<file path="config.mk">
export PLATFORM = sky130hd
export DESIGN_NAME = frame_fade_dissolve_step_flat
export DESIGN_NICKNAME = d
export VERILOG_FILES = /design/src/rtl/core/ffd_pkg.sv /design/src/rtl/core/ffd_ifs.sv /design/src/rtl/core/frame_fade_dissolve_step.sv /design/src/rtl/core/ffd_div.sv /design/src/rtl/core/ffd_dp.sv /design/src/rtl/core/ffd_ctrl.sv /design/src/flat_wrapper.sv
export SDC_FILE = /design/constraint.sdc
export NUM_CORES = 1
export LEC_CHECK = 0
export ABC_AREA = 0
export BUFFER_PORTS_ARGS = -buffer_cell sky130_fd_sc_hd__clkbuf_2
export CELL_PAD_IN_SITES_DETAIL_PLACEMENT = 0
export CELL_PAD_IN_SITES_GLOBAL_PLACEMENT = 1
export CORE_MARGIN = 10
export CORE_UTILIZATION = 48
export DETAILED_ROUTE_END_ITERATION = 7
export PLACE_DENSITY_LB_ADDON = 0.1
export REMOVE_ABC_BUFFERS = 1
export SYNTH_ARGS = -nofsm -noshare
export SYNTH_HDL_FRONTEND = slang
export SYNTH_SLANG_ARGS = --single-unit
</file>
<file path="constraint.sdc">
create_clock -name clk -period 4.18 [get_ports clk]
set_input_delay 0.627 -clock clk [delete_from_list [all_inputs] [get_ports clk]]
set_output_delay 0.627 -clock clk [all_outputs]
set_load 0.01 [all_outputs]
</file>
<file path="src/rtl/core/ffd_pkg.sv">
package ffd_pkg;

    // Number of pixels in the canvas
    localparam logic [7:0] NUM_PIXELS = 8'd128;

    // Configuration register indexes
    localparam logic CFG_TOTAL_STEPS = 1'b0;
    localparam logic CFG_MODE        = 1'b1;

    // Item opcodes
    localparam logic OP_BYTE    = 1'b0;
    localparam logic OP_RESTART = 1'b1;

    // Transition modes
    localparam logic MODE_FADE     = 1'b0;
    localparam logic MODE_DISSOLVE = 1'b1;

    // Controller states
    typedef enum logic [2:0] {
        ST_IDLE,
        ST_EVAL,
        ST_QUOTA,
        ST_FADE,
        ST_WRITE
    } ffd_state_t;

    // Controller to datapath commands
    typedef struct packed {
        logic load_item;
        logic div_start;
        logic div_sel_fade;
        logic capture_quota;
        logic commit;
    } ffd_cmd_t;

    // Datapath to controller status
    typedef struct packed {
        logic restart;
        logic active;
        logic frame_start;
        logic fade_mode;
        logic div_done;
    } ffd_stat_t;

endpackage

</file>
<file path="src/rtl/core/ffd_ifs.sv">
// Input word channel: one canvas byte or a restart
interface ffd_item_if;
    logic       valid;
    logic       ready;
    logic       opcode;
    logic [7:0] target_byte;
    logic [7:0] canvas_byte;
    logic [6:0] pixel_rank;
    logic       frame_last;

    modport source (
        output valid, opcode, target_byte, canvas_byte, pixel_rank, frame_last,
        input  ready
    );
    modport sink (
        input  valid, opcode, target_byte, canvas_byte, pixel_rank, frame_last,
        output ready
    );
endinterface

// Result word channel
interface ffd_result_if;
    logic       valid;
    logic       ready;
    logic [7:0] new_byte;
    logic       running;

    modport source (
        output valid, new_byte, running,
        input  ready
    );
    modport sink (
        input  valid, new_byte, running,
        output ready
    );
endinterface

// Configuration write channel
interface ffd_cfg_if;
    logic       valid;
    logic       ready;
    logic       index;
    logic [7:0] data;

    modport source (
        output valid, index, data,
        input  ready
    );
    modport sink (
        input  valid, index, data,
        output ready
    );
endinterface

</file>
<file path="src/rtl/core/frame_fade_dissolve_step.sv">
// Frame transition engine for an LED canvas: each input word is a canvas byte
// with its target byte and pixel dissolve rank (or a restart), and each gives
// one result word. Fade moves a byte by (target - current) / remaining steps,
// dissolve swaps in the target for pixels whose rank falls in this step's
// quota window. Words are handled one at a time by a shared 8-bit iterative
// divider that produces one quotient bit per cycle: a restart or a byte after
// the transition has finished goes straight to write-back, a mid-frame fade
// byte or a dissolve frame-start byte makes one pass through the divider, a
// fade byte at frame start makes two (quota and fade step both go through the
// divider), and a mid-frame dissolve byte makes none. The next word is taken
// as soon as the result is in the output register; configuration writes are
// always ready and must only be issued while no word is in flight.
module frame_fade_dissolve_step (
    input  logic        clk,
    input  logic        rst_n,
    ffd_item_if.sink    item,
    ffd_result_if.source result,
    ffd_cfg_if.sink     cfg
);

    ffd_pkg::ffd_cmd_t  cmd;
    ffd_pkg::ffd_stat_t stat;

    assign cfg.ready = 1'b1;

    ffd_ctrl u_ctrl (
        .clk       (clk),
        .rst_n     (rst_n),
        .in_valid  (item.valid),
        .in_ready  (item.ready),
        .out_valid (result.valid),
        .out_ready (result.ready),
        .stat      (stat),
        .cmd       (cmd)
    );

    ffd_dp u_dp (
        .clk         (clk),
        .rst_n       (rst_n),
        .cmd         (cmd),
        .stat        (stat),
        .cfg_we      (cfg.valid),
        .cfg_index   (cfg.index),
        .cfg_data    (cfg.data),
        .opcode      (item.opcode),
        .target_byte (item.target_byte),
        .canvas_byte (item.canvas_byte),
        .pixel_rank  (item.pixel_rank),
        .frame_last  (item.frame_last),
        .new_byte    (result.new_byte),
        .running     (result.running)
    );

endmodule

</file>
<file path="src/rtl/core/ffd_div.sv">
// 8-bit unsigned restoring divider, one quotient bit per cycle
module ffd_div (
    input  logic       clk,
    input  logic       rst_n,
    input  logic       start,
    input  logic [7:0] dividend,
    input  logic [7:0] divisor,
    output logic       done,
    output logic [7:0] quotient
);

    logic       busy_reg, busy_next;
    logic       done_reg, done_next;
    logic [2:0] count_reg, count_next;
    logic [7:0] rem_reg, rem_next;
    logic [7:0] quot_reg, quot_next;
    logic [7:0] dsr_reg, dsr_next;
    logic [8:0] trial;
    logic [8:0] diff;

    // One trial subtraction per cycle
    always_comb
    begin
        trial      = {rem_reg, quot_reg[7]};
        diff       = trial - {1'b0, dsr_reg};
        busy_next  = busy_reg;
        done_next  = 1'b0;
        count_next = count_reg;
        rem_next   = rem_reg;
        quot_next  = quot_reg;
        dsr_next   = dsr_reg;
        if (start)
        begin
            busy_next  = 1'b1;
            count_next = 3'd0;
            rem_next   = 8'd0;
            quot_next  = dividend;
            dsr_next   = divisor;
        end
        else if (busy_reg)
        begin
            if (!diff[8])
            begin
                rem_next  = diff[7:0];
                quot_next = {quot_reg[6:0], 1'b1};
            end
            else
            begin
                rem_next  = trial[7:0];
                quot_next = {quot_reg[6:0], 1'b0};
            end
            count_next = count_reg + 3'd1;
            if (count_reg == 3'd7)
            begin
                busy_next = 1'b0;
                done_next = 1'b1;
            end
        end
    end

    // Control flops
    always_ff @(posedge clk or negedge rst_n)
    begin
        if (!rst_n)
        begin
            busy_reg  <= 1'b0;
            done_reg  <= 1'b0;
            count_reg <= 3'd0;
        end
        else
        begin
            busy_reg  <= busy_next;
            done_reg  <= done_next;
            count_reg <= count_next;
        end
    end

    // Operand and result flops
    always_ff @(posedge clk)
    begin
        rem_reg  <= rem_next;
        quot_reg <= quot_next;
        dsr_reg  <= dsr_next;
    end

    assign done     = done_reg;
    assign quotient = quot_reg;

endmodule

</file>
<file path="src/rtl/core/ffd_dp.sv">
// Datapath: config registers, step state, item holding and result forming
module ffd_dp (
    input  logic             clk,
    input  logic             rst_n,
    input  ffd_pkg::ffd_cmd_t cmd,
    output ffd_pkg::ffd_stat_t stat,
    input  logic             cfg_we,
    input  logic             cfg_index,
    input  logic [7:0]       cfg_data,
    input  logic             opcode,
    input  logic [7:0]       target_byte,
    input  logic [7:0]       canvas_byte,
    input  logic [6:0]       pixel_rank,
    input  logic             frame_last,
    output logic [7:0]       new_byte,
    output logic             running
);

    logic [7:0] total_steps_reg, total_steps_next;
    logic       mode_reg, mode_next;
    logic [7:0] step_index_reg, step_index_next;
    logic [7:0] pixels_done_reg, pixels_done_next;
    logic [7:0] step_quota_reg, step_quota_next;
    logic       mid_frame_reg, mid_frame_next;

    logic       op_reg;
    logic [7:0] tgt_reg;
    logic [7:0] cur_reg;
    logic [6:0] rank_reg;
    logic       last_reg;
    logic [7:0] new_byte_reg, new_byte_next;
    logic       running_reg, running_next;

    logic       active;
    logic [7:0] remaining;
    logic [7:0] left;
    logic       neg;
    logic [7:0] magnitude;
    logic [7:0] dividend;
    logic       div_done;
    logic [7:0] quotient;
    logic [8:0] lo;
    logic [8:0] hi;
    logic [8:0] rank_ext;
    logic [8:0] pd_sum;
    logic [7:0] result;

    // Step bookkeeping
    always_comb
    begin
        active    = step_index_reg < total_steps_reg;
        remaining = active ? (total_steps_reg - step_index_reg) : 8'd1;
        left      = (pixels_done_reg < ffd_pkg::NUM_PIXELS)
                  ? (ffd_pkg::NUM_PIXELS - pixels_done_reg) : 8'd0;
        neg       = tgt_reg < cur_reg;
        magnitude = neg ? (cur_reg - tgt_reg) : (tgt_reg - cur_reg);
        dividend  = cmd.div_sel_fade ? magnitude : left;
    end

    ffd_div u_div (
        .clk      (clk),
        .rst_n    (rst_n),
        .start    (cmd.div_start),
        .dividend (dividend),
        .divisor  (remaining),
        .done     (div_done),
        .quotient (quotient)
    );

    always_comb
    begin
        stat.restart     = (op_reg == ffd_pkg::OP_RESTART);
        stat.active      = active;
        stat.frame_start = !mid_frame_reg;
        stat.fade_mode   = (mode_reg == ffd_pkg::MODE_FADE);
        stat.div_done    = div_done;
    end

    // Result byte
    always_comb
    begin
        lo       = {1'b0, pixels_done_reg};
        hi       = lo + {1'b0, step_quota_reg};
        rank_ext = {2'b00, rank_reg};
        pd_sum   = hi;
        if (!active)
            result = cur_reg;
        else if (mode_reg == ffd_pkg::MODE_FADE)
            result = neg ? (cur_reg - quotient) : (cur_reg + quotient);
        else
            result = (rank_ext >= lo && rank_ext < hi) ? tgt_reg : cur_reg;
    end

    // Next state
    always_comb
    begin
        total_steps_next = total_steps_reg;
        mode_next        = mode_reg;
        step_index_next  = step_index_reg;
        pixels_done_next = pixels_done_reg;
        step_quota_next  = step_quota_reg;
        mid_frame_next   = mid_frame_reg;
        new_byte_next    = new_byte_reg;
        running_next     = running_reg;

        if (cfg_we)
        begin
            case (cfg_index)
                ffd_pkg::CFG_TOTAL_STEPS: total_steps_next = cfg_data;
                ffd_pkg::CFG_MODE:        mode_next        = cfg_data[0];
                default:                  ;
            endcase
        end

        if (cmd.capture_quota)
            step_quota_next = quotient;

        if (cmd.commit)
        begin
            if (op_reg == ffd_pkg::OP_RESTART)
            begin
                step_index_next  = 8'd0;
                pixels_done_next = 8'd0;
                step_quota_next  = 8'd0;
                mid_frame_next   = 1'b0;
                new_byte_next    = 8'd0;
                running_next     = 1'b0;
            end
            else
            begin
                new_byte_next  = result;
                running_next   = active;
                mid_frame_next = !last_reg;
                if (last_reg && active)
                begin
                    step_index_next = step_index_reg + 8'd1;
                    if (mode_reg == ffd_pkg::MODE_DISSOLVE)
                        pixels_done_next = pd_sum[8] ? 8'hFF : pd_sum[7:0];
                end
            end
        end
    end

    // State flops
    always_ff @(posedge clk or negedge rst_n)
    begin
        if (!rst_n)
        begin
            total_steps_reg <= 8'd0;
            mode_reg        <= ffd_pkg::MODE_FADE;
            step_index_reg  <= 8'd0;
            pixels_done_reg <= 8'd0;
            step_quota_reg  <= 8'd0;
            mid_frame_reg   <= 1'b0;
        end
        else
        begin
            total_steps_reg <= total_steps_next;
            mode_reg        <= mode_next;
            step_index_reg  <= step_index_next;
            pixels_done_reg <= pixels_done_next;
            step_quota_reg  <= step_quota_next;
            mid_frame_reg   <= mid_frame_next;
        end
    end

    // Item and result payload
    always_ff @(posedge clk)
    begin
        if (cmd.load_item)
        begin
            op_reg   <= opcode;
            tgt_reg  <= target_byte;
            cur_reg  <= canvas_byte;
            rank_reg <= pixel_rank;
            last_reg <= frame_last;
        end
        new_byte_reg <= new_byte_next;
        running_reg  <= running_next;
    end

    assign new_byte = new_byte_reg;
    assign running  = running_reg;

endmodule

</file>
<file path="src/rtl/core/ffd_ctrl.sv">
// Controller: sequences one word through evaluate, divide and write-back
module ffd_ctrl (
    input  logic               clk,
    input  logic               rst_n,
    input  logic               in_valid,
    output logic               in_ready,
    output logic               out_valid,
    input  logic               out_ready,
    input  ffd_pkg::ffd_stat_t stat,
    output ffd_pkg::ffd_cmd_t  cmd
);

    ffd_pkg::ffd_state_t state_reg, state_next;
    logic out_valid_reg, out_valid_next;
    logic slot_free;

    assign slot_free = !out_valid_reg || out_ready;

    // Next state
    always_comb
    begin
        state_next = state_reg;
        case (state_reg)
            ffd_pkg::ST_IDLE:
                if (in_valid)
                    state_next = ffd_pkg::ST_EVAL;
            ffd_pkg::ST_EVAL:
                if (stat.restart || !stat.active)
                    state_next = ffd_pkg::ST_WRITE;
                else if (stat.frame_start)
                    state_next = ffd_pkg::ST_QUOTA;
                else if (stat.fade_mode)
                    state_next = ffd_pkg::ST_FADE;
                else
                    state_next = ffd_pkg::ST_WRITE;
            ffd_pkg::ST_QUOTA:
                if (stat.div_done)
                    state_next = stat.fade_mode ? ffd_pkg::ST_FADE : ffd_pkg::ST_WRITE;
            ffd_pkg::ST_FADE:
                if (stat.div_done)
                    state_next = ffd_pkg::ST_WRITE;
            ffd_pkg::ST_WRITE:
                if (slot_free)
                    state_next = ffd_pkg::ST_IDLE;
            default:
                state_next = ffd_pkg::ST_IDLE;
        endcase
    end

    // Commands and handshake
    always_comb
    begin
        cmd            = '0;
        in_ready       = 1'b0;
        out_valid_next = out_valid_reg && !out_ready;
        case (state_reg)
            ffd_pkg::ST_IDLE:
            begin
                in_ready      = 1'b1;
                cmd.load_item = in_valid;
            end
            ffd_pkg::ST_EVAL:
                if (!stat.restart && stat.active)
                begin
                    if (stat.frame_start)
                    begin
                        cmd.div_start    = 1'b1;
                        cmd.div_sel_fade = 1'b0;
                    end
                    else if (stat.fade_mode)
                    begin
                        cmd.div_start    = 1'b1;
                        cmd.div_sel_fade = 1'b1;
                    end
                end
            ffd_pkg::ST_QUOTA:
                if (stat.div_done)
                begin
                    cmd.capture_quota = 1'b1;
                    cmd.div_start     = stat.fade_mode;
                    cmd.div_sel_fade  = 1'b1;
                end
            ffd_pkg::ST_FADE:
                cmd.div_sel_fade = 1'b1;
            ffd_pkg::ST_WRITE:
                if (slot_free)
                begin
                    cmd.commit     = 1'b1;
                    out_valid_next = 1'b1;
                end
            default:
                ;
        endcase
    end

    always_ff @(posedge clk or negedge rst_n)
    begin
        if (!rst_n)
        begin
            state_reg     <= ffd_pkg::ST_IDLE;
            out_valid_reg <= 1'b0;
        end
        else
        begin
            state_reg     <= state_next;
            out_valid_reg <= out_valid_next;
        end
    end

    assign out_valid = out_valid_reg;

endmodule
</file>
<file path="src/flat_wrapper.sv">
// flat-port wrapper written by rule: the top's interface ports become plain ports
module frame_fade_dissolve_step_flat 
  (clk, rst_n, item_valid, item_opcode, item_target_byte, item_canvas_byte, item_pixel_rank, item_frame_last, item_ready, result_valid, result_new_byte, result_running, result_ready, cfg_valid, cfg_index, cfg_data, cfg_ready);
  ffd_item_if item_i ();
  ffd_result_if result_i ();
  ffd_cfg_if cfg_i ();
  input  logic clk;
  input  logic rst_n;
  input wire logic [$bits(item_i.valid)-1:0] item_valid;
  input wire logic [$bits(item_i.opcode)-1:0] item_opcode;
  input wire logic [$bits(item_i.target_byte)-1:0] item_target_byte;
  input wire logic [$bits(item_i.canvas_byte)-1:0] item_canvas_byte;
  input wire logic [$bits(item_i.pixel_rank)-1:0] item_pixel_rank;
  input wire logic [$bits(item_i.frame_last)-1:0] item_frame_last;
  output wire logic [$bits(item_i.ready)-1:0] item_ready;
  output wire logic [$bits(result_i.valid)-1:0] result_valid;
  output wire logic [$bits(result_i.new_byte)-1:0] result_new_byte;
  output wire logic [$bits(result_i.running)-1:0] result_running;
  input wire logic [$bits(result_i.ready)-1:0] result_ready;
  input wire logic [$bits(cfg_i.valid)-1:0] cfg_valid;
  input wire logic [$bits(cfg_i.index)-1:0] cfg_index;
  input wire logic [$bits(cfg_i.data)-1:0] cfg_data;
  output wire logic [$bits(cfg_i.ready)-1:0] cfg_ready;
  assign item_i.valid = item_valid;
  assign item_i.opcode = item_opcode;
  assign item_i.target_byte = item_target_byte;
  assign item_i.canvas_byte = item_canvas_byte;
  assign item_i.pixel_rank = item_pixel_rank;
  assign item_i.frame_last = item_frame_last;
  assign item_ready = item_i.ready;
  assign result_valid = result_i.valid;
  assign result_new_byte = result_i.new_byte;
  assign result_running = result_i.running;
  assign result_i.ready = result_ready;
  assign cfg_i.valid = cfg_valid;
  assign cfg_i.index = cfg_index;
  assign cfg_i.data = cfg_data;
  assign cfg_ready = cfg_i.ready;
  frame_fade_dissolve_step u_core (.clk(clk), .rst_n(rst_n), .item(item_i), .result(result_i), .cfg(cfg_i));
endmodule
</file>
==> impl_metrics.yaml <==
run_status:
  status: "completed"
global_route:
  antenna_found_initial: 0
  grt_util_met1: 0.220
  grt_pass1_vias: 5189
  grt_pass1_wl_mm: 26.6
  grt_util_all_layers: 0.167
  busiest_layer: "met2"
  grt_overflow: 0
  grt_start_max_net_pins: 44
  grtUsageMet3: 0.0366
  gr-usage-met2: 0.270
finish:
  fin_cells: 936
  fin_nets: 862
  fin_util: 0.551
  layout-area-overhead-vs-synth_pct: 12.4
  final_cell_mix: "ha_1, nor2_1, inv_1"
  drive_gt1_frac: 0.143
  final_common_cell: "ha_1"
  diodes: 0
routing:
  vias: 5092
  drtIter0Drc: 236
  antenna_left: 0
  drc_errors: 0
  drt_pass1_iterations: 4
  routedWlPerCell_um: 16.8
  drt-total-wl_mm: 15.7
  via_per_inst: 5.44
clock_network:
  cts_buffer_depth: 2
  cts-root-buf: "clkbuf_16"
  htreeDepth: 3
  clock_sinks: 101
  numCtsBuffers: 9
  ctsHoldBuffers: 0
  cts_tree: "done"
  clk_latency_ns: 0.36
  path_clk_slew_ns: 0.07
critical_path:
  worstPathRequired_ns: 4.35
  cp.arrival_ns: 3.98
  path_max_fanout: 5
  cp-end-kind: "flip-flop"
  crit_type: "flip-flop to flip-flop"
  cp-start-kind: "flip-flop"
synthesis:
  synthCells: 700
  async_flop_share: 0.426
  synth_cell_types: 63
  ys_seq_area_frac: 0.404
  synthFlopType: "edfxtp_1"
  ys_seq_elements: 101
  synthesis.area_sq_um: 6770
  synth.top_cell.area_share: 0.222
  yosysWarnings: 0
  synth_area_leaders: "edfxtp_1, dfrtp_1, ha_1"
  synth_top_area_cell: "edfxtp_1"
  syn_avg_cell_area_sq_um: 9.68
  synth_edf_count: 50
timing:
  fin_skew_ns: 0.0108
  relSlewSlack: 0.295
  drv_slew: 0
  fmax_mhz: 262
  fin_crit_ns: 3.81
  min_period_over_period: 0.912
  final_hold_viol_count: 0
  fin_ws_ns: 0.368
  tightest_slew_ns: 1.05
  grt_setup_unrepaired: "no"
  setup_viol: 0
pwr:
  p_clk_frac: 0.150
  switching_share: 0.428
  peakVddDrop_mv: 0.312
  power_switching_mw: 2.71
  pwr-share-seq: 0.291
  p_int_mw: 3.62
  powerDensity_nw_per_um2: 832
  p_leak_nw: 3.36
  p_comb_frac: 0.558
place:
  dp_hpwl_mm: 11.8
  portBuffers: 49
  placed_cells: 918
  place_ws_ns: 0.187
  gp_congestion: 0.887
die:
  rows: 43
  start_util: 0.490
  core_sq_um: 13800
  io_pins: 51
  fp.dieArea_sq_um: 19300
  dieWidth_um: 139
  fp.dieH_um: 139
flow_run:
  cap_viol_max_count: 0
hold_path:
  hp-class: "primary input to asynchronous set/reset pin"
[per-layer routing]
layer	vias to the layer above	wire (um)
li1	2590	-
met1	2406	7650
met2	83	7290
met3	13	622
met4	0	180
met5	-	0
[synthesized netlist by cell type, types with 8 or more instances]
master    number
ha_1          66
nor2_1        62
inv_1         60
nand2_1       57
a21oi_1       50
edfxtp_1      50
dfrtp_1       43
o21ai_0       32
xnor2_1       28
nor3_1        24
mux2i_1       19
mux2_2        17
clkbuf_1      16
a21o_1        15
nand3_1       13
xor2_1        11
a31oi_1       10
nand2b_1      10
nor2b_1       10
a211oi_1       8
dfxtp_1        8
or3_1          8
[cell families after synthesis]
group                    after synthesis  share of synthesized area
XOR/XNOR                              40                     0.0528
multiplexers                          36                     0.0563
adder cells (fa/ha/maj)               72                      0.140
buffers and inverters                 83                     0.0475
AND/OR/NAND/NOR                      211                      0.146
flip-flops                           101                      0.404
AO/OA/AOI/OAI                        156                      0.153
other                                  1                   0.000554
[power by group through the flow]
stage          logic [mW]  clock network (mW)  registers (mW)
2_1_floorplan        2.69                   0            1.75
3_3_place_gp         3.47                   0            1.85
3_5_place_dp         3.49                   0            1.86
4_1_cts              3.53               0.985            1.84
5_1_grt              4.02                1.02            1.90
6_report             3.54               0.952            1.85
[critical path: stages, from the launching register on]
cell	delay, ns
dfrtp_2	0.41
ha_1	0.22
inv_1	0.07
fa_1	0.40
nor2b_1	0.19
o31a_1	0.17
o21ai_0	0.08
nand2b_1	0.15
xnor2_1	0.16
ha_1	0.27
a21o_1	0.16
a31o_1	0.21
a2111oi_4	0.40
mux2_2	0.39
a2111oi_2	0.35
[through the flow]
step | total power [mW] | setup TNS [ns] | cell area [sq um] | hold slack, ns
global placement | 5.32 | 0 | 7250 | 0.494
global route | 6.94 | 0 | 7620 | 0.397
detailed placement | 5.35 | 0 | 7250 | 0.500
finish | 6.34 | 0 | 7620 | 0.352
floorplan | 4.45 | -8.55 | 6680 | 0.331
CTS | 6.36 | 0 | 7580 | 0.369
[worst paths after layout]
path / from / endpoint / slack (ns) / cells past startpoint
max in group asynchronous: rst_n / u_core.u_dp.pixels_done_reg[0] / 3.41 / 2
max reg2reg: u_core.u_dp.pixels_done_reg[0] / u_core.u_dp.new_byte[7] / 0.37 / 14
min: rst_n / u_core.u_dp.pixels_done_reg[2] / 0.35 / 2
max: u_core.u_dp.pixels_done_reg[0] / u_core.u_dp.new_byte[7] / 0.37 / 14
min reg2reg: u_core.u_dp.u_div.rem_reg[4] / u_core.u_dp.u_div.rem_reg[4] / 0.51 / 2
min in group clk: item_canvas_byte[0] / u_core.u_dp.cur_reg[0] / 0.44 / 1
[final cells by class]
type,instances,area [sq um]
multi-input combinational,516,3740
clock inverter,5,81.3
timing repair buffer,63,354
sequential,101,2740
fill,1249,6210
tap,180,225
inverter,60,225
clock buffer,11,254
[timing repair]
item                                    in CTS  in global routing
buffers inserted                             0                  2
resized for setup                            0                  5
endpoints found under the setup margin       0                  7
endpoints found under the hold margin        0                  0
Power figures use the tool's default switching activity.
